## src/design/ubd_pkg.sv

```systemverilog
// types, constants and codes of the blockage debounce core
package ubd_pkg;

    localparam int NUM_SENSORS = 16;

    localparam int IDX_W     = 4;
    localparam int RING_W    = 16;
    localparam int ETYPE_W   = 3;
    localparam int CNT_W     = 8;
    localparam int LIMIT_W   = 8;
    localparam int THR_W     = 16;
    localparam int CFG_IDX_W = 3;
    localparam int CFG_DATA_W = 16;

    // memory holds at most as many entries as the index can address
    localparam int MEM_DEPTH = (NUM_SENSORS < (1 << IDX_W)) ? NUM_SENSORS : (1 << IDX_W);
    localparam int MEM_AW    = (MEM_DEPTH > 1) ? $clog2(MEM_DEPTH) : 1;
    localparam int RANGE_W   = IDX_W + 2;

    // stream packing
    localparam int IN_FIELDS_W  = IDX_W + 1 + 1 + ETYPE_W + RING_W;
    localparam int IN_W         = ((IN_FIELDS_W + 7) / 8) * 8;
    localparam int OUT_FIELDS_W = 2 + IDX_W + CNT_W + CNT_W;
    localparam int OUT_W        = ((OUT_FIELDS_W + 7) / 8) * 8;
    localparam int OUT_PAD_W    = OUT_W - OUT_FIELDS_W;

    typedef enum logic [1:0] {
        ACT_NONE  = 2'd0,
        ACT_SET   = 2'd1,
        ACT_CLEAR = 2'd2
    } ubd_action_t;

    typedef enum logic [ETYPE_W-1:0] {
        ECHO_FIXED      = 3'd0,
        ECHO_CHIRP_UP   = 3'd1,
        ECHO_CHIRP_DOWN = 3'd2,
        ECHO_NFD        = 3'd3
    } ubd_echo_t;

    typedef enum logic [CFG_IDX_W-1:0] {
        REG_PDC_FIXED_LOW = 3'd0,
        REG_PDC_CHIRP_LOW = 3'd1,
        REG_PSM_FIXED_LOW = 3'd2,
        REG_PSM_CHIRP_LOW = 3'd3,
        REG_SET_LIMIT     = 3'd4,
        REG_CLEAR_LIMIT   = 3'd5
    } ubd_reg_t;

    localparam logic [THR_W-1:0]   PDC_FIXED_LOW_RST = 16'd912;
    localparam logic [THR_W-1:0]   PDC_CHIRP_LOW_RST = 16'd1840;
    localparam logic [THR_W-1:0]   PSM_FIXED_LOW_RST = 16'd1072;
    localparam logic [THR_W-1:0]   PSM_CHIRP_LOW_RST = 16'd1820;
    localparam logic [LIMIT_W-1:0] SET_LIMIT_RST     = 8'd22;
    localparam logic [LIMIT_W-1:0] CLEAR_LIMIT_RST   = 8'd45;

    typedef struct packed {
        logic [THR_W-1:0]   pdc_fixed_low;
        logic [THR_W-1:0]   pdc_chirp_low;
        logic [THR_W-1:0]   psm_fixed_low;
        logic [THR_W-1:0]   psm_chirp_low;
        logic [LIMIT_W-1:0] set_limit;
        logic [LIMIT_W-1:0] clear_limit;
    } ubd_cfg_t;

    typedef struct packed {
        logic [CNT_W-1:0] blk;
        logic [CNT_W-1:0] clr;
    } ubd_counts_t;

    typedef struct packed {
        logic [IDX_W-1:0]   idx;
        logic               fired;
        logic               stype;
        logic [ETYPE_W-1:0] etype;
        logic [RING_W-1:0]  ring;
    } ubd_item_t;

    typedef struct packed {
        logic        wr_en;
        ubd_action_t action;
        ubd_counts_t counts;
    } ubd_update_t;

endpackage

```

## src/design/ubd_count_mem.sv

```systemverilog
// per-sensor counter memory with registered read and reset-cleared valid bits
module ubd_count_mem
    import ubd_pkg::*;
(
    input  logic              clk,
    input  logic              rst_n,
    input  logic [MEM_AW-1:0] rd_addr,
    output ubd_counts_t       rd_data,
    input  logic              wr_en,
    input  logic [MEM_AW-1:0] wr_addr,
    input  ubd_counts_t       wr_data
);

    ubd_counts_t            mem [MEM_DEPTH];
    logic [MEM_DEPTH-1:0]   vld_reg;
    ubd_counts_t            rd_data_reg;
    logic                   rd_vld_reg;

    always_ff @(posedge clk)
    begin
        if (wr_en)
        begin
            mem[wr_addr] <= wr_data;
        end
        rd_data_reg <= mem[rd_addr];
    end

    // an entry never written reads as zero
    always_ff @(posedge clk or negedge rst_n)
    begin
        if (!rst_n)
        begin
            vld_reg    <= '0;
            rd_vld_reg <= 1'b0;
        end
        else
        begin
            if (wr_en)
            begin
                vld_reg[wr_addr] <= 1'b1;
            end
            rd_vld_reg <= vld_reg[rd_addr];
        end
    end

    assign rd_data = rd_vld_reg ? rd_data_reg : '0;

endmodule

```

## src/design/ubd_update.sv

```systemverilog
// debounce step: threshold select, counter update and fault decision
module ubd_update
    import ubd_pkg::*;
(
    input  ubd_item_t   item,
    input  logic        in_range,
    input  ubd_counts_t cur,
    input  ubd_cfg_t    cfg,
    output ubd_update_t upd
);

    logic             valid_echo;
    logic             skip;
    logic             chirp;
    logic [THR_W-1:0] low;
    logic [CNT_W-1:0] blk_inc;
    logic [CNT_W-1:0] clr_inc;

    always_comb
    begin
        valid_echo = item.etype inside {ECHO_FIXED, ECHO_CHIRP_UP, ECHO_CHIRP_DOWN};
        skip       = !item.fired || (item.ring == '0) || !valid_echo;
        chirp      = (item.etype != ECHO_FIXED);

        case (item.stype)
            1'b0:    low = chirp ? cfg.pdc_chirp_low : cfg.pdc_fixed_low;
            1'b1:    low = chirp ? cfg.psm_chirp_low : cfg.psm_fixed_low;
            default: low = cfg.pdc_fixed_low;
        endcase

        blk_inc = (cur.blk == '1) ? cur.blk : cur.blk + 1'b1;
        clr_inc = (cur.clr == '1) ? cur.clr : cur.clr + 1'b1;

        upd.wr_en  = in_range && !skip;
        upd.action = ACT_NONE;
        upd.counts = cur;

        if (!in_range)
        begin
            upd.counts = '0;
        end
        else if (!skip)
        begin
            if (item.ring < low)
            begin
                upd.counts.blk = blk_inc;
                if (blk_inc >= cfg.set_limit)
                begin
                    upd.counts.blk = cfg.set_limit;
                    upd.counts.clr = '0;
                    upd.action     = ACT_SET;
                end
            end
            else if (cur.blk != '0)
            begin
                upd.counts.clr = clr_inc;
                if (clr_inc >= cfg.clear_limit)
                begin
                    upd.counts = '0;
                    upd.action = ACT_CLEAR;
                end
            end
            else
            begin
                upd.action = ACT_CLEAR;
            end
        end
    end

endmodule

```

## src/design/ubd_cfg_regs.sv

```systemverilog
// configuration register file
module ubd_cfg_regs
    import ubd_pkg::*;
(
    input  logic                  clk,
    input  logic                  rst_n,
    input  logic                  wr_en,
    input  logic [CFG_IDX_W-1:0]  wr_index,
    input  logic [CFG_DATA_W-1:0] wr_data,
    output ubd_cfg_t              cfg
);

    ubd_cfg_t cfg_reg;
    ubd_cfg_t cfg_next;

    always_comb
    begin
        cfg_next = cfg_reg;
        if (wr_en)
        begin
            case (ubd_reg_t'(wr_index))
                REG_PDC_FIXED_LOW: cfg_next.pdc_fixed_low = wr_data[THR_W-1:0];
                REG_PDC_CHIRP_LOW: cfg_next.pdc_chirp_low = wr_data[THR_W-1:0];
                REG_PSM_FIXED_LOW: cfg_next.psm_fixed_low = wr_data[THR_W-1:0];
                REG_PSM_CHIRP_LOW: cfg_next.psm_chirp_low = wr_data[THR_W-1:0];
                REG_SET_LIMIT:     cfg_next.set_limit     = wr_data[LIMIT_W-1:0];
                REG_CLEAR_LIMIT:   cfg_next.clear_limit   = wr_data[LIMIT_W-1:0];
                default:           cfg_next = cfg_reg;
            endcase
        end
    end

    always_ff @(posedge clk or negedge rst_n)
    begin
        if (!rst_n)
        begin
            cfg_reg.pdc_fixed_low <= PDC_FIXED_LOW_RST;
            cfg_reg.pdc_chirp_low <= PDC_CHIRP_LOW_RST;
            cfg_reg.psm_fixed_low <= PSM_FIXED_LOW_RST;
            cfg_reg.psm_chirp_low <= PSM_CHIRP_LOW_RST;
            cfg_reg.set_limit     <= SET_LIMIT_RST;
            cfg_reg.clear_limit   <= CLEAR_LIMIT_RST;
        end
        else
        begin
            cfg_reg <= cfg_next;
        end
    end

    assign cfg = cfg_reg;

endmodule

```

## src/design/ultrasonic_blockage_debounce_core.sv

```systemverilog
// top level of the ultrasonic blockage debounce core
// Each input beat is one ultrasonic measurement; each one gives exactly one
// output beat with the fault action (none, set, clear) and the sensor's
// blockage and clear counters after the step. The core sustains one beat per
// clock while the output is not stalled: a beat is taken, the per-sensor
// counters are read from a synchronous memory, and the update is then computed,
// written back and registered on the output once the output register is free.
// Back-to-back beats for the same sensor are served by a forwarding register
// that holds the entry written last. Counters read as zero after reset
// (per-entry valid bits, no clearing pass). Configuration writes are always
// accepted and should only be issued while no beat is in flight.
module ultrasonic_blockage_debounce_core
    import ubd_pkg::*;
(
    input  logic                  clk,
    input  logic                  rst_n,
    // input stream, tdata from bit 0: sensor_num[3:0], fired_and_answered,
    // sensor_type, echo_type[2:0], ring_time_us[15:0], zero pad
    input  logic                  s_axis_tvalid,
    output logic                  s_axis_tready,
    input  logic [IN_W-1:0]       s_axis_tdata,
    // output stream, tdata from bit 0: fault_action[1:0], sensor_out[3:0],
    // block_count_out[7:0], clear_count_out[7:0], zero pad
    output logic                  m_axis_tvalid,
    input  logic                  m_axis_tready,
    output logic [OUT_W-1:0]      m_axis_tdata,
    // configuration write channel
    input  logic                  cfg_valid,
    output logic                  cfg_ready,
    input  logic [CFG_IDX_W-1:0]  cfg_index,
    input  logic [CFG_DATA_W-1:0] cfg_data
);

    ubd_cfg_t    cfg;
    ubd_item_t   in_unpacked;

    // read stage
    logic        s1_valid_reg;
    logic        s1_valid_next;
    ubd_item_t   s1_item_reg;
    logic        s1_advance;

    // forwarding of the entry written last, always coherent with the memory
    logic              fwd_valid_reg;
    logic [MEM_AW-1:0] fwd_addr_reg;
    ubd_counts_t       fwd_counts_reg;

    logic [MEM_AW-1:0] rd_addr;
    ubd_counts_t       mem_rd_data;
    ubd_counts_t       cur_counts;
    logic [MEM_AW-1:0] s1_addr;
    logic              s1_in_range;
    logic              wr_en;
    ubd_update_t       upd;

    // output register
    logic              out_valid_reg;
    logic [OUT_W-1:0]  out_data_reg;

    assign cfg_ready = 1'b1;

    ubd_cfg_regs u_cfg (
        .clk      (clk),
        .rst_n    (rst_n),
        .wr_en    (cfg_valid),
        .wr_index (cfg_index),
        .wr_data  (cfg_data),
        .cfg      (cfg)
    );

    // unpack the input beat
    // note: struct field order is msb first, so unpack explicitly
    always_comb
    begin
        in_unpacked.idx   = s_axis_tdata[IDX_W-1:0];
        in_unpacked.fired = s_axis_tdata[IDX_W];
        in_unpacked.stype = s_axis_tdata[IDX_W+1];
        in_unpacked.etype = s_axis_tdata[IDX_W+2 +: ETYPE_W];
        in_unpacked.ring  = s_axis_tdata[IDX_W+2+ETYPE_W +: RING_W];
    end

    // the read stage moves on when the output register is free or being drained
    assign s1_advance    = s1_valid_reg && (!out_valid_reg || m_axis_tready);
    assign s_axis_tready = !s1_valid_reg || s1_advance;

    always_comb
    begin
        s1_valid_next = s1_valid_reg;
        if (s_axis_tready)
        begin
            s1_valid_next = s_axis_tvalid;
        end
    end

    always_ff @(posedge clk or negedge rst_n)
    begin
        if (!rst_n)
        begin
            s1_valid_reg <= 1'b0;
        end
        else
        begin
            s1_valid_reg <= s1_valid_next;
        end
    end

    always_ff @(posedge clk)
    begin
        if (s_axis_tready && s_axis_tvalid)
        begin
            s1_item_reg <= in_unpacked;
        end
    end

    // a held item re-reads its own entry so the read data stays current
    assign rd_addr = s_axis_tready ? in_unpacked.idx[MEM_AW-1:0]
                                   : s1_item_reg.idx[MEM_AW-1:0];

    ubd_count_mem u_mem (
        .clk     (clk),
        .rst_n   (rst_n),
        .rd_addr (rd_addr),
        .rd_data (mem_rd_data),
        .wr_en   (wr_en),
        .wr_addr (s1_addr),
        .wr_data (upd.counts)
    );

    assign s1_addr     = s1_item_reg.idx[MEM_AW-1:0];
    assign s1_in_range = RANGE_W'(s1_item_reg.idx) < RANGE_W'(NUM_SENSORS);

    // a write in the cycle of the read is not seen by the memory output yet
    assign cur_counts = (fwd_valid_reg && (fwd_addr_reg == s1_addr)) ? fwd_counts_reg
                                                                     : mem_rd_data;

    ubd_update u_upd (
        .item     (s1_item_reg),
        .in_range (s1_in_range),
        .cur      (cur_counts),
        .cfg      (cfg),
        .upd      (upd)
    );

    assign wr_en = s1_advance && upd.wr_en;

    always_ff @(posedge clk or negedge rst_n)
    begin
        if (!rst_n)
        begin
            fwd_valid_reg <= 1'b0;
        end
        else if (wr_en)
        begin
            fwd_valid_reg <= 1'b1;
        end
    end

    always_ff @(posedge clk)
    begin
        if (wr_en)
        begin
            fwd_addr_reg   <= s1_addr;
            fwd_counts_reg <= upd.counts;
        end
    end

    // output register, filled from the read stage, drained by the sink
    always_ff @(posedge clk or negedge rst_n)
    begin
        if (!rst_n)
        begin
            out_valid_reg <= 1'b0;
        end
        else if (s1_advance)
        begin
            out_valid_reg <= 1'b1;
        end
        else if (m_axis_tready)
        begin
            out_valid_reg <= 1'b0;
        end
    end

    always_ff @(posedge clk)
    begin
        if (s1_advance)
        begin
            out_data_reg <= {{OUT_PAD_W{1'b0}}, upd.counts.clr, upd.counts.blk,
                             s1_item_reg.idx, upd.action};
        end
    end

    assign m_axis_tvalid = out_valid_reg;
    assign m_axis_tdata  = out_data_reg;

endmodule

```

## config.mk

```make
export PLATFORM = sky130hd
export DESIGN_NAME = ultrasonic_blockage_debounce_core
export DESIGN_NICKNAME = d
export VERILOG_FILES = /design/src/design/ubd_pkg.sv /design/src/design/ubd_count_mem.sv /design/src/design/ubd_update.sv /design/src/design/ubd_cfg_regs.sv /design/src/design/ultrasonic_blockage_debounce_core.sv
export SDC_FILE = /design/constraint.sdc
export NUM_CORES = 1
export LEC_CHECK = 0
export ABC_AREA = 0
export BUFFER_PORTS_ARGS = -buffer_cell sky130_fd_sc_hd__buf_2
export CAP_MARGIN = 40
export CORE_ASPECT_RATIO = 1.4
export CORE_MARGIN = 10
export CORE_UTILIZATION = 39
export DETAILED_ROUTE_END_ITERATION = 16
export GPL_ROUTABILITY_DRIVEN = 0
export PLACE_DENSITY = 0.63
export SYNTH_ARGS = -nofsm -noshare
export SYNTH_HDL_FRONTEND = slang
export SYNTH_SLANG_ARGS = --single-unit
```

## constraint.sdc

```tcl
create_clock -name clk -period 7.2 [get_ports clk]
set_clock_uncertainty 0.2 [all_clocks]
set_input_delay 0.72 -clock clk [delete_from_list [all_inputs] [get_ports clk]]
set_output_delay 0.72 -clock clk [all_outputs]
set_load 0.01 [all_outputs]
```

After elaboration in Yosys (flattened, before gate mapping)
Memories as Yosys holds them, arrays and structs flattened. A register that Yosys moved wholly into a read port is not among the register bits.
Index checks and enable logic that the tools add are counted.
{"block": "word_totals", "ram_bits": 256, "ff_bits": 167, "mem_count": 1, "input_bits": 56}
{"name": "u_mem.mem", "words": 16, "word_bits": 16, "rd": 1, "rd_ports_with_merged_regs": 1, "wr": 1, "line": "ubd_count_mem.sv:14", "text": "ubd_counts_t mem [MEM_DEPTH];"}
{"block": "classes", "eq_ne": 10, "magnitude_cmp": 6, "muxes": 22, "add_sub_neg": 2, "n_bitwise": 2, "reduce_logical": 27}
{"operator": "16-bit two-way mux", "n": 6}
{"operator": "18-bit two-way mux", "n": 2}
{"operator": "16-bit case mux with 2 select lines", "n": 1}
{"operator": "17-bit two-way mux", "n": 1}
{"operator": "8-bit by 1-bit adder with 8-bit output (second input constant)", "n": 2}
{"operator": "8-bit equality test (second input constant)", "n": 2}
{"operator": "8-bit >= comparator", "n": 2}
{"operator": "16-bit logical NOT", "n": 1}
{"operator": "16-bit less-than comparator", "n": 1}
{"operator": "8-bit two-way mux", "n": 2}
{"operator": "16-bit OR", "n": 1}
{"operator": "2-bit AND reduction", "n": 6}
{"operator": "4-bit by 5-bit less-than comparator with 1-bit output (second input constant)", "n": 2}
{"operator": "3-bit by 2-bit equality test with 1-bit output (second input constant)", "n": 3}
{"operator": "8-bit nonzero test", "n": 1}
{"operator": "3-bit by 1-bit equality test with 1-bit output (second input constant)", "n": 2}
{"operator": "3-bit equality test (second input constant)", "n": 2}
{"operator": "3-bit logical NOT", "n": 2}
{"operator": "1-bit two-way mux", "n": 6}
{"operator": "3-bit nonzero test", "n": 2}
{"operator": "1-bit logical AND", "n": 5}
{"operator": "1-bit logical NOT", "n": 5}
{"operator": "1-bit binary-select mux with 4-bit select", "n": 1}
{"operator": "1-bit demux with 4-bit select", "n": 1}
{"operator": "other kinds (7)", "n": 10}

Longest topological paths before layout
Gate-level depths: netlist (run 1).
{"block": "depth", "ltp_word": 10, "ltp_mapped": 24, "depth_no_buf": 20}

Cells and area by module
A second synthesis (run 1) with hierarchy kept.
{"block": "hier_totals", "hier_cells": 1055, "hier_area_um2": 18445.2}
{"module": "ubd_count_mem", "seq_area_each_um2": 8433.1, "instances": 1, "cells_each": 491, "area_per_inst_um2": 10796.6}
{"module": "ubd_cfg_regs", "seq_area_each_um2": 2033.2, "instances": 1, "cells_each": 174, "area_per_inst_um2": 3094.2}
{"module": "ultrasonic_blockage_debounce_core", "seq_area_each_um2": 2087.0, "instances": 1, "cells_each": 115, "area_per_inst_um2": 2486.1}
{"module": "ubd_update", "seq_area_each_um2": 0.0, "instances": 1, "cells_each": 275, "area_per_inst_um2": 2068.2}

Least setup slack after synthesis (run 1)
No wires, ideal clock.
{"block": "synth_path", "path_type": "register to register", "start": "register s1_item_reg, in the netlist s1_addr[1]", "end": "register fwd_counts_reg[5] (netlist name), data pin", "stages_incl_launch_ff": 25, "arrival_ps": 4841, "slack_ps": 1856, "required_ps": 6698, "path_cell_list": "edfxtp_1 buf_2 xnor2_1 nand3_1 nor2_1 clkbuf_1 buf_2 nand2_1 o21ai_0 ha_1 nand4_1 nor3_1 or2_2 nand2_1 o21ai_0 inv_1 ha_1 a21o_1 a2111oi_0 o21ai_0 o21ai_1 nand4_1 buf_2 or2_0 a21oi_1"}
{"item": "start, declared", "line": "ultrasonic_blockage_debounce_core.sv:40", "text": "ubd_item_t s1_item_reg;"}
{"item": "start signal, assigned", "line": "ultrasonic_blockage_debounce_core.sv:111", "text": "s1_item_reg <= in_unpacked;"}
{"item": "end signal, assigned", "line": "ultrasonic_blockage_debounce_core.sv:163", "text": "fwd_counts_reg <= upd.counts;"}
{"item": "end, declared", "line": "ultrasonic_blockage_debounce_core.sv:46", "text": "ubd_counts_t fwd_counts_reg;"}

==> impl_results.md, run 1 <==
* Cell Rows at 94
* Total of cells resized after clock tree synthesis at 0
* Synth Cell Area at 18,610 um2
* Count of endpoints failing setup in the final report at 0
* Clk Latency, worst-skew pair at approximately 570 ps
* Number of distinct standard cells referenced by the synthesized netlist at 69
* Number of nets at the end of the flow at approximately 1,400
* Aggregate global-route resource usage at 14.92%
* Crit path launch: s1_addr[0]$_DFFE_PP_
* Slew of the pin with the lowest slew margin at ~840 ps
* CP startpoint kind: flip-flop
* Area of the die at 56,970 um2
* Post-route minimum period at 5967 ps
* Worst-path fanout max at 24
* Ordered cell list for the critical path: xnor2_1, nand3_1, nor2_1, buf_4, nand2_1, o21ai_0, ha_1, and4_1, nand4_1, nor3_1, a21oi_2, xnor2_1, ha_1, nand2b_1, a211o_1, a21oi_1, o21ai_1, a211oi_1, a221o_1
* Cell count of the worst hold path at 1
* Clock sink count at about 440
* Final period util at 82.87%
* CP bufs+invs at 1
* Worst-path cell with the longest stage delay: sky130_fd_sc_hd__a221o_1
* Largest vdd supply drop at 0.1749 mV
* Most frequent standard cell in the layout excluding fill and tap cells: sky130_fd_sc_hd__edfxtp_1
* Antenna Violating Nets Remaining at 0
* Initial antenna violation count at 2
* DRC violations left at 0
* Share of cells above drive strength 1 at 32.90%
* Startpoint of the worst hold path: s_axis_tdata[14]
* Max-capacitance violation count at 0
* Starting density of the core at around 40%
* Fin. Hold Viols at 0
* Number of placed I/O pins at slightly above 80
* Avg Inst Size Synth at 16.35 um2
* Total cell area at the placement stage at 20,120 um2
* Number of max-slew violations in the final report at 0
* Final instance area at about 22,000 um2
* Crit path arrival time at 6030 ps
* Endpoint of the worst-slack reg-to-reg timing path: fwd_counts_reg[14]$_DFFE_PP_
* TritonCTS clock tree: yes
* Post-synthesis to final-layout area growth at 16.38%
* Crit Reg-Reg Startpoint: s1_addr[0]$_DFFE_PP_
* Peak Freq at 167.6 MHz
* Leading cell types in the layout, fill and taps excluded: 323 x sky130_fd_sc_hd__edfxtp_1, 80 x sky130_fd_sc_hd__mux4_2, 80 x sky130_fd_sc_hd__mux2_2
* Bufs on Longest Clock Path at 3
* Destination of the worst hold path: s1_item_reg[5]$_DFFE_PP_
* Die Wd at about 200 um
* Reg2Reg Setup Slack at about 1200 ps
* Classification of the worst setup path: flip-flop to flip-flop
* Worst slew margin relative to its limit at between 40% and 50%
* Endpoint kind of the worst setup timing path: flip-flop
* Area of the placeable core at 47,160 um2
* Number of cells on the worst reg-to-reg path at 19
* Yosys Warn Count at 0
* Number of global-route vias before repair at 10,820
* Pin count of the biggest net entering global routing at 65
* Worst hold-check path type: primary input to flip-flop
* Vias after detailed routing at 10,410
* Most used DFF post-synth: sky130_fd_sc_hd__edfxtp_1
* Number of search-and-repair iterations in the first detailed-routing pass at 5
* Die Span Y at roughly 280 um
* Depth of the CTS H-tree at 2
* Leakage at 7.874 nW
* Post-synth EDFFs at 323
* Run status: finished, final reports clean
* Synthesized instance count at 1,138
* Asr flop ratio synth at around 23%
* Cell type group with the largest total delay on the critical path: compound AO/OA/AOI/OAI gates
* Setup_tns at 0 ps
* RSZ-0062 raised after global routing: false
* WP data required at 7260 ps
* # diodes at 0
* Count of input and output buffers at a little over 70
* Root buffer cell: sky130_fd_sc_hd__clkbuf_16
* Cts bufs inserted at 45
* Routed wirelength normalized by instance count at ~22 um
* Cell area power density at 292.4 nW/um2
* Clock Pin Slew Worst Setup and Hold Paths at 60 ps
* Final HPWL DP at approximately 29 mm
* Sequential cell area fraction in the yosys report at 67.47%
* Post-Route WL at 42.87 mm
* CP peak stage delay at a little over 700 ps
* FILL cells at around 4,100
* Remaining Overflow, GRT at 0
* Global-route wire length before repair at between 60 and 70 mm
* Ratio of routed vias to standard cells at 5.406
* Max FFs per register at approximately 260
* Number of DRC markers in iteration 0 at 590
* FF+latch count, synth at 439
logic make-up after synthesis:
group,after synthesis,share of synthesized area (%)
AO/OA/AOI/OAI,136,4.963
XOR/XNOR,8,0.3766
adder cells (fa/ha/maj),34,2.286
buffers and inverters,93,2.179
flip-flops,439,67.47
multiplexers,177,15.79
other,2,0.04036
AND/OR/NAND/NOR,249,6.899
Yosys cell counts (3+ instances only):
master	n	area (um2)
sky130_fd_sc_hd__o22ai_1	7	43.79
sky130_fd_sc_hd__and4_1	3	26.28
sky130_fd_sc_hd__nand2b_1	11	68.82
sky130_fd_sc_hd__a21oi_1	19	95.09
sky130_fd_sc_hd__nor4_1	5	31.28
sky130_fd_sc_hd__nor2_1	28	105.1
sky130_fd_sc_hd__or2_2	19	118.9
sky130_fd_sc_hd__o21ai_0	29	145.1
sky130_fd_sc_hd__mux2_2	80	900.9
sky130_fd_sc_hd__or4_1	3	22.52
sky130_fd_sc_hd__nand3_1	27	135.1
sky130_fd_sc_hd__buf_4	10	75.07
sky130_fd_sc_hd__dfxtp_1	16	320.3
sky130_fd_sc_hd__mux2i_1	13	130.1
sky130_fd_sc_hd__mux4_1	4	105.1
sky130_fd_sc_hd__nor3_1	14	70.07
sky130_fd_sc_hd__nand2_1	79	296.5
sky130_fd_sc_hd__nand4_1	11	68.82
sky130_fd_sc_hd__xnor2_1	7	61.31
sky130_fd_sc_hd__edfxtp_1	323	9699
sky130_fd_sc_hd__buf_2	15	75.07
sky130_fd_sc_hd__a221o_1	4	40.04
sky130_fd_sc_hd__a2111oi_0	5	43.79
sky130_fd_sc_hd__mux4_2	80	1802
sky130_fd_sc_hd__inv_1	41	153.9
sky130_fd_sc_hd__dfrtp_1	75	1877
sky130_fd_sc_hd__dfstp_2	25	656.9
sky130_fd_sc_hd__and2_1	25	156.4
sky130_fd_sc_hd__nand3b_1	3	22.52
sky130_fd_sc_hd__nand4b_1	3	26.28
sky130_fd_sc_hd__o211ai_1	3	22.52
sky130_fd_sc_hd__a31oi_1	19	118.9
sky130_fd_sc_hd__o21a_1	6	45.04
sky130_fd_sc_hd__a211oi_1	20	150.1
sky130_fd_sc_hd__buf_1	3	11.26
sky130_fd_sc_hd__clkbuf_1	24	90.09
sky130_fd_sc_hd__ha_1	34	425.4
sky130_fd_sc_hd__and3_1	8	50.05
worst max path at each step:
| stage | endpoint | slack [ps] | cells after the start |
|---|---|---|---|
| finish | fwd_counts_reg[14]$_DFFE_PP_ | 1230 | 19 |
| global route | m_axis_tdata[8]$_DFFE_PP_ | 640 | 17 |
| CTS | fwd_counts_reg[10]$_DFFE_PP_ | 1210 | 19 |
| detailed placement | u_mem.mem[12][14]$_DFFE_PP_ | 1260 | 19 |
| global placement | u_mem.mem[11][10]$_DFFE_PP_ | 1270 | 17 |
| floorplan | fwd_counts_reg[5]$_DFFE_PP_ | 1860 | 24 |
layout make-up:
class	count	area (um2)	area share [%]
clock buffer	56	1187	5.483
clock inverter	28	336.6	1.554
inverter	41	153.9	0.7107
multi-input combinational	607	5778	26.68
sequential	439	12550	57.97
tap	624	780.7	3.605
timing repair buffer	130	864.6	3.993
power by group:
| group | internal [mW] | switching [mW] | total [mW] | leakage [nW] |
|---|---|---|---|---|
| combinational | 0.381 | 0.486 | 0.867 | 2.83 |
| clock | 1.40 | 0.975 | 2.37 | 0.738 |
| sequential | 2.99 | 0.0986 | 3.09 | 4.30 |
repair_timing:
action,in CTS,in global routing
endpoints found under the hold margin,21,0
buffers inserted,0,0
hold buffers,1,0
setup endpoints to repair,0,0
metrics by stage:
step                utilization (%)  power, mW  setup WS, ps  hold slack [ps]  std cells
detailed placement            42.66      4.021          1262            252.2       1840
global placement              42.46      3.982          1266            245.1       1834
CTS                           45.91      6.408          1206            103.7       1925
finish                        45.91      6.331          1233            133.4       1925
floorplan                         -      3.709          1856            224.4       1139
global route                  45.91      6.602         635.7            113.3       1925
worst register-to-register path, delay by kind of cell (launching register included):
kind | cells | cell delay (ps)
AOI/OAI and AO/OA | 7 | 2310
and+or+nand+nor | 7 | 1440
DFF | 1 | 410
buffers and inverters | 1 | 260
xor gates and xnor gates | 2 | 380
adders and majority gates | 2 | 650
per-layer routing:
| metal | vias up | GRT usage [%] | wire [um] |
|---|---|---|---|
| li1 | 4677 | - | - |
| met1 | 5370 | 17.85 | 16950 |
| met2 | 286 | 26.50 | 22720 |
| met3 | 72 | 2.674 | 2122 |
| met4 | 2 | 4.738 | 1057 |
| met5 | - | 0 | 17 |
No activity file was read; power rests on OpenSTA's default activity.
==> run 2: changes to the inputs <==
--- a/config.mk
+++ b/config.mk
@@ -13,7 +13,7 @@
 export CORE_UTILIZATION = 39
 export DETAILED_ROUTE_END_ITERATION = 16
 export GPL_ROUTABILITY_DRIVEN = 0
-export PLACE_DENSITY = 0.63
+export PLACE_DENSITY = 0.65
 export SYNTH_ARGS = -nofsm -noshare
 export SYNTH_HDL_FRONTEND = slang
 export SYNTH_SLANG_ARGS = --single-unit
==> constraint.sdc (replaced) <==
create_clock -name clk -period 5.18 [get_ports clk]
set_clock_uncertainty 0.2 [all_clocks]
set_input_delay 0.518 -clock clk [delete_from_list [all_inputs] [get_ports clk]]
set_output_delay 0.518 -clock clk [all_outputs]
set_load 0.01 [all_outputs]
==> run 2 against run 1 <==
  * Largest cell class unchanged
  * Cell count is 2.5% higher
  * Highest routed layer is now met4
  * Register-to-register slack got worse by 980 ps
  * First-iteration DRC count is 29% higher
  * Worst hold slack worse by 110 ps
==> impl_results.md, run 2 (synthesis results as in run 1) <==
* Count of input and output buffers at 72 (unchanged)
* Global-route wire length before repair at 67.05 mm (+2.7%)
* Max-capacitance violation count at 0 (unchanged)
* Number of global-route vias before repair at 10,970 (+1.4%)
* Cell type group with the largest total delay on the critical path: compound AO/OA/AOI/OAI gates
* Number of max-slew violations in the final report at 0 (unchanged)
* Peak Freq at 202.9 MHz (+21%)
* Max FFs per register at 256 (unchanged)
* Ordered cell list for the critical path: xnor2_2, and3_1, nand2_1, mux2i_1, inv_1, ha_1, and4_1, nand4_1, nor3_1, buf_4, a21oi_2, mux2_2, ha_1, a211o_1, a21oi_1, o21ai_1, buf_4, a21oi_2, a211oi_4, buf_4, a21oi_4, buf_4, buf_6
* Pin count of the biggest net entering global routing at 54 (-17%)
* Placement-stage worst setup slack at -18.75 ps (-1280 ps)
* Core utilization of the finished layout at 47.07% (+1.2 points)
* Aggregate global-route resource usage at 15.41% (+0.49 points)
* Worst hold-check path type: primary input to flip-flop
* Worst-path fanout max at 9 (-63%)
* Number of search-and-repair iterations in the first detailed-routing pass at 5 (unchanged)
* Post-Route WL at 44.38 mm (+3.5%)
* Worst slew margin relative to its limit at 47.91% (+3.8 points)
* TritonCTS clock tree: yes
* Cell count of the worst hold path at 1 (unchanged)
* Count of endpoints failing setup in the final report at 0 (unchanged)
* Crit path arrival time at 5150 ps (-880 ps)
* Share of cells above drive strength 1 at 35.43% (+2.5 points)
* Final HPWL DP at 28.96 mm (+0.79%)
* Routed wirelength normalized by instance count at 22.49 um (+0.99%)
* Initial antenna violation count at 4 (+2)
* WP data required at 5400 ps (-1860 ps)
* FILL cells at 4,006 (-1.3%)
* Setup_tns at 0 ps (unchanged)
* Clock Pin Slew Worst Setup and Hold Paths at 60 ps (about the same)
* CP bufs+invs at 6 (+5)
* Clk Latency, worst-skew pair at 580 ps (about the same)
* # diodes at 0 (unchanged)
* Antenna Violating Nets Remaining at 0 (unchanged)
* Area of the placeable core at 47,160 um2 (unchanged)
* Endpoint kind of the worst setup timing path: flip-flop
* Slew of the pin with the lowest slew margin at 765.0 ps (-72.71 ps)
* Leading cell types in the layout, fill and taps excluded: 323 x sky130_fd_sc_hd__edfxtp_1, 80 x sky130_fd_sc_hd__mux4_2, 80 x sky130_fd_sc_hd__mux2_2
* Final period util at 95.16% (+12 points)
* Final critical-path setup slack at 250.9 ps (-982.2 ps)
* Most frequent standard cell in the layout excluding fill and tap cells: sky130_fd_sc_hd__edfxtp_1
* Vias after detailed routing at 10,560 (+1.5%)
* Fin. Hold Viols at 0 (unchanged)
* CP startpoint kind: flip-flop
* Final instance area at 22,200 um2 (+2.5%)
* Number of placed I/O pins at 83 (unchanged)
* Leakage at 8.120 nW (+3.1%)
* Worst-path cell with the longest stage delay: sky130_fd_sc_hd__edfxtp_1
* Classification of the worst setup path: flip-flop to flip-flop
* Post-synthesis to final-layout area growth at 19.31%
* Largest vdd supply drop at 0.2443 mV (+40%)
* Cell Rows at 94 (unchanged)
* Cts bufs inserted at 46 (+2.2%)
* Worst path most repeated cell: sky130_fd_sc_hd__buf_4
* Remaining Overflow, GRT at 0 (unchanged)
* Number of cells on the worst reg-to-reg path at 23 (+4)
* Ratio of routed vias to standard cells at 5.353 (-0.98%)
* Run status: finished, final reports clean
* Cell area power density at 402.4 nW/um2 (+38%)
* Root buffer cell: sky130_fd_sc_hd__clkbuf_16
* Number of DRC markers in iteration 0 at 760 (+29%)
* Depth of the CTS H-tree at 2 (unchanged)
* Die Span Y at 278.4 um (unchanged)
* Area of the die at 56,970 um2 (unchanged)
* Clock sink count at 439 (unchanged)
* DRC violations left at 0 (unchanged)
* Number of nets at the end of the flow at 1,401 (+3.5%)
* RSZ-0062 raised after global routing: false
* Path length in cells of the critical path at 23 (+4)
* Bufs on Longest Clock Path at 3 (unchanged)
* Die Wd at 204.6 um (unchanged)
* Post-route minimum period at 4929 ps (-1038 ps)
* Total cell area at the placement stage at 20,290 um2 (+0.84%)
* CP peak stage delay at 420 ps (-290 ps)
* Starting density of the core at 39.45% (unchanged)
[run 2: cell count changes in the layout (fill, tap and decap cells not counted), sizes merged]
cell,previous run,this run
clkbuf,56,69
dlygate4sd3,1,21
clkinvlp,0,2
buf,129,154
clkinv,21,10
inv,42,45
bufinv,6,2
[run 2: metal layers]
layer	wire length, um	vias up	global-route usage [%]	share of wire [%]
li1	-	4780	-	-
met1	17320	5451	18.13	39
met2	23680	246	27.49	53
met3	2017	85	2.663	4.5
met4	1356	0	5.595	3.1
met5	0	-	0	0
[run 2: per-stage QoR]
stage               hold WS [ps]  std cells  total power, mW
floorplan                  22.41       1139            5.163
global placement           245.8       1858            5.595
detailed placement         250.4       1858            5.651
CTS                        4.560       1965            8.994
global route               18.00       1973            9.310
finish                     23.27       1973            8.933
[run 2: final timing paths]
check / from / endpoint / slack [ps]
setup / recovery: s1_addr[1]$_DFFE_PP_ / u_mem.mem[12][5]$_DFFE_PP_ / 250
hold / removal: s_axis_tdata[4] / s1_item_reg[20]$_DFFE_PP_ / 20
setup reg to reg: s1_addr[1]$_DFFE_PP_ / u_mem.mem[12][5]$_DFFE_PP_ / 250
hold reg to reg: u_mem.vld_reg[1]$_DFFE_PN0P_ / u_mem.vld_reg[1]$_DFFE_PN0P_ / 260
max in group asynchronous: rst_n / u_cfg.cfg[7]$_DFFE_PN0P_ / 3310
min in group asynchronous: rst_n / u_mem.vld_reg[7]$_DFFE_PN0P_ / 340
[run 2: where the power goes]
part           internal (mW)  switching [mW]  leakage [nW]
combinational          0.609           0.721          3.07
clock                   1.94            1.37         0.751
sequential              4.16           0.135          4.30
[run 2: area by class of cell]
cell class                      instances  area, um2  share of cell area (%)
Multi-Input combinational cell        607       5888                   26.52
Inverter                               41      153.9                  0.6932
Clock buffer                           68       1358                   6.115
Clock inverter                         18      191.4                  0.8623
Tap cell                              624      780.7                   3.517
Timing Repair Buffer                  176       1275                   5.743
Sequential cell                       439      12550                   56.55
[run 2: worst reg2reg max path, delay by kind of cell, from the launching register on]
| family | cells | cell delay, ps |
|---|---|---|
| AO/OA/AOI/OAI | 7 | 1200 |
| buffers and inverters | 6 | 890 |
| AND/OR/NAND/NOR | 5 | 710 |
| multiplexers | 2 | 650 |
| adder cells (fa/ha/maj) | 2 | 540 |
| flip-flops | 1 | 420 |
| XOR/XNOR | 1 | 170 |
[run 2: timing repair]
action                     CTS  global route
pin swaps                    0             5
hold endpoints to repair    63             0
hold buffers                21             0
setup endpoints to repair   52           289
gates cloned                 0             1
buffers inserted             0             7
gates resized for setup      3            18
==> run 3: changes to the inputs <==
--- a/config.mk
+++ b/config.mk
@@ -13,7 +13,7 @@
 export CORE_UTILIZATION = 39
 export DETAILED_ROUTE_END_ITERATION = 16
 export GPL_ROUTABILITY_DRIVEN = 0
-export PLACE_DENSITY = 0.65
+export PLACE_DENSITY_LB_ADDON = 0.05
 export SYNTH_ARGS = -nofsm -noshare
 export SYNTH_HDL_FRONTEND = slang
 export SYNTH_SLANG_ARGS = --single-unit
==> run 3 against run 2 <==
  * First-iteration DRC count shrank 9.5%
  * Largest cell class unchanged
  * Final area grew 2.1%
  * Worst hold slack gained 8.9 ps
  * Routed wire length grew 10%
  * Critical path type unchanged
  * Fmax grew 1.4%
  * Critical endpoint is now u_mem.mem[3][14]$_DFFE_PP_
  * Count of clock-buffer cells in the layout shrank 3
  * Flip-flop and latch count is the same
  * Utilization grew 0.97 points
  * Combinational power grew 8%
==> impl_results.md, run 3 (synthesis results as in run 1) <==
* Run status: finished, final reports clean
* Die Wd at 204.6 um (unchanged)
* Max FFs per register at 256 (unchanged)
* Met3 usage in global routing at 2.465% (-0.20 points)
* Number of global-route vias before repair at 11,450 (+4.3%)
* Leading cell types in the layout, fill and taps excluded: 323 x sky130_fd_sc_hd__edfxtp_1, 88 x sky130_fd_sc_hd__buf_4, 80 x sky130_fd_sc_hd__mux4_2, 80 x sky130_fd_sc_hd__mux2_2, 79 x sky130_fd_sc_hd__nand2_1
* Number of nets at the end of the flow at 1,432 (+2.2%)
* Grt peak-use layer: met2
* Clock sink count at 439 (unchanged)
* Global-route wire length before repair at 73.15 mm (+9.1%)
* Total power draw at 9.029 mW (+1.1%)
* Number of placed I/O pins at 83 (unchanged)
* Count of input and output buffers at 72 (unchanged)
* Cts bufs inserted at 44 (-4.3%)
* Clock Pin Slew Worst Setup and Hold Paths at 60 ps (about the same)
* Number of cells on the worst reg-to-reg path at 21 (-8.7%)
* Slew of the pin with the lowest slew margin at 852.6 ps (+87.52 ps)
* Cell area power density at 398.5 nW/um2 (-0.96%)
* Worst hold-check path type: primary input to flip-flop
* Startpoint of the worst hold path: cfg_data[9]
* Cell type group with the largest total delay on the critical path: compound AO/OA/AOI/OAI gates
* Path length in cells of the critical path at 21 (-8.7%)
* # diodes at 0 (unchanged)
* Pin count of the biggest net entering global routing at 69 (+28%)
* Clk Latency, worst-skew pair at 570 ps (about the same)
* Classification of the worst setup path: flip-flop to flip-flop
* Area of the placeable core at 47,160 um2 (unchanged)
* CP peak stage delay at 430 ps (about the same)
* CP bufs+invs at 5 (-1)
* Endpoint kind of the worst setup timing path: flip-flop
* Worst slew margin relative to its limit at 43.03% (-4.9 points)
* Crit Reg-Reg Startpoint: s1_addr[0]$_DFFE_PP_
* Count of placed standard cells in the final layout, fillers left out at 2,002 (+1.5%)
* Leakage at 8.323 nW (+2.5%)
* Ratio of routed vias to standard cells at 5.315 (-0.72%)
* Depth of the CTS H-tree at 2 (unchanged)
* Die Span Y at 278.4 um (unchanged)
* CP startpoint kind: flip-flop
* Post-Route WL at 48.92 mm (+10%)
* Worst path most repeated cell: sky130_fd_sc_hd__buf_4
* Area of the die at 56,970 um2 (unchanged)
* Initial antenna violation count at 0 (-4)
* Final period util at 93.84% (-1.3 points)
* Met2 Use GR at 32.42% (+4.9 points)
* Met1 Track Usage GR at 19.26% (+1.1 points)
* Routed wirelength normalized by instance count at 24.43 um (+8.6%)
* Placed insts at 1,892 (+1.8%)
* Max-capacitance violation count at 0 (unchanged)
* Post-synthesis to final-layout area growth at 21.77%
* Fin. Hold Viols at 0 (unchanged)
* Largest vdd supply drop at 0.2389 mV (-2.2%)
* TritonCTS clock tree: yes
* Count of endpoints failing setup in the final report at 0 (unchanged)
* Remaining Overflow, GRT at 0 (unchanged)
* Ordered cell list for the critical path: xnor2_2, nand3_1, nor2_2, buf_12, nand2_1, o21ai_0, ha_2, buf_4, nand4_1, nor3_2, a211oi_1, o31ai_2, ha_1, a2111oi_4, o21ai_2, buf_4, nand2_1, buf_4, nor2_2, a221o_1, buf_4
* Post-route minimum period at 4861 ps (-68.12 ps)
* Number of max-slew violations in the final report at 0 (unchanged)
* Total cell area at the placement stage at 20,810 um2 (+2.5%)
* Final instance area at 22,660 um2 (+2.1%)
* Aggregate global-route resource usage at 17.19% (+1.8 points)
* Core utilization of the finished layout at 48.04% (+0.97 points)
* Destination of the worst hold path: u_cfg.cfg[73]$_DFFE_PN1P_
* Crit path arrival time at 4960 ps (-190 ps)
* Cell count of the worst hold path at 2 (+1)
* Worst-path cell with the longest stage delay: sky130_fd_sc_hd__edfxtp_1
* Antenna Violating Nets Remaining at 0 (unchanged)
* Vias after detailed routing at 10,640 (+0.74%)
* Bufs on Longest Clock Path at 3 (unchanged)
* Number of search-and-repair iterations in the first detailed-routing pass at 4 (-1)
* Endpoint of the worst-slack reg-to-reg timing path: u_mem.mem[3][14]$_DFFE_PP_
* Reg2Reg Setup Slack at 320 ps (+70 ps)
* Starting density of the core at 39.45% (unchanged)
* Cell Rows at 94 (unchanged)
* Worst-path fanout max at 17 (+8)
* Most frequent standard cell in the layout excluding fill and tap cells: sky130_fd_sc_hd__edfxtp_1
* Final HPWL DP at 32.58 mm (+12%)
* RSZ-0062 raised after global routing: false
* Peak Freq at 205.7 MHz (+1.4%)
* Root buffer cell: sky130_fd_sc_hd__clkbuf_16
* WP data required at 5270 ps (-130 ps)
* Share of cells above drive strength 1 at 36.28% (+0.85 points)
* Number of DRC markers in iteration 0 at 688 (-9.5%)
* DRC violations left at 0 (unchanged)
==> run 3: cell count changes in the layout (fill, tap and decap cells not counted), moves of 5 or more <==
cell	before	now
sky130_fd_sc_hd__buf_12	6	16
sky130_fd_sc_hd__buf_16	0	5
sky130_fd_sc_hd__buf_4	76	88
sky130_fd_sc_hd__clkbuf_16	49	44
sky130_fd_sc_hd__dlygate4sd3_1	21	27
==> run 3: power breakdown <==
group / leakage, nW / total, mW / switching (mW) / internal (mW)
Combinational: 3.29 / 1.44 / 0.766 / 0.678
Sequential: 4.30 / 4.29 / 0.134 / 4.16
Clock: 0.728 / 3.29 / 1.36 / 1.93
==> run 3: metal layers <==
layer  vias to the layer above  routed length, um  share of wire, %
met3                        77               1874               3.8
met1                      5533              18560                38
met4                         0               1243               2.5
met2                       198              27240                56
li1                       4832                  -                 -
met5                         -                  0                 0
==> run 3: how the worst max path moves through the flow <==
stage	from	end
after global routing	s1_addr[0]$_DFFE_PP_	u_mem.mem[3][14]$_DFFE_PP_
final	s1_addr[0]$_DFFE_PP_	u_mem.mem[3][14]$_DFFE_PP_
after CTS	s1_addr[0]$_DFFE_PP_	u_mem.mem[3][14]$_DFFE_PP_
after floorplan	s1_addr[1]$_DFFE_PP_	fwd_counts_reg[4]$_DFFE_PP_
after global placement	s1_addr[0]$_DFFE_PP_	u_mem.mem[13][5]$_DFFE_PP_
after detailed placement	s1_addr[0]$_DFFE_PP_	u_mem.mem[4][8]$_DFFE_PP_
==> run 3: cell type report <==
type | count | area [um2]
fill | 4126 | 24510
clock buffer | 65 | 1250
sequential | 439 | 12550
timing repair buffer | 209 | 1774
multi-input combinational | 607 | 5904
inverter | 41 | 153.9
tap | 624 | 780.7
clock inverter | 17 | 240.2
==> run 3: per-stage QoR <==
| stage | hold WS (ps) | worst slack (ps) | setup TNS, ps |
|---|---|---|---|
| 2_1_floorplan | 22.41 | 28.41 | 0 |
| 3_5_place_dp | 250.0 | -356.7 | -17740 |
| 4_1_cts | 7.142 | 36.94 | 0 |
| 3_3_place_gp | 245.6 | -290.3 | -17940 |
| 5_1_grt | 19.09 | 10.05 | 0 |
| 6_report | 32.13 | 319.0 | 0 |
==> run 3: timing repair <==
| action | 4_1_cts | 5_1_grt |
|---|---|---|
| gates resized for setup | 3 | 11 |
| hold buffers | 27 | 0 |
| buffers inserted | 0 | 1 |
| endpoints found under the hold margin | 65 | 0 |
| pin swaps | 0 | 2 |
| endpoints found under the setup margin | 110 | 232 |
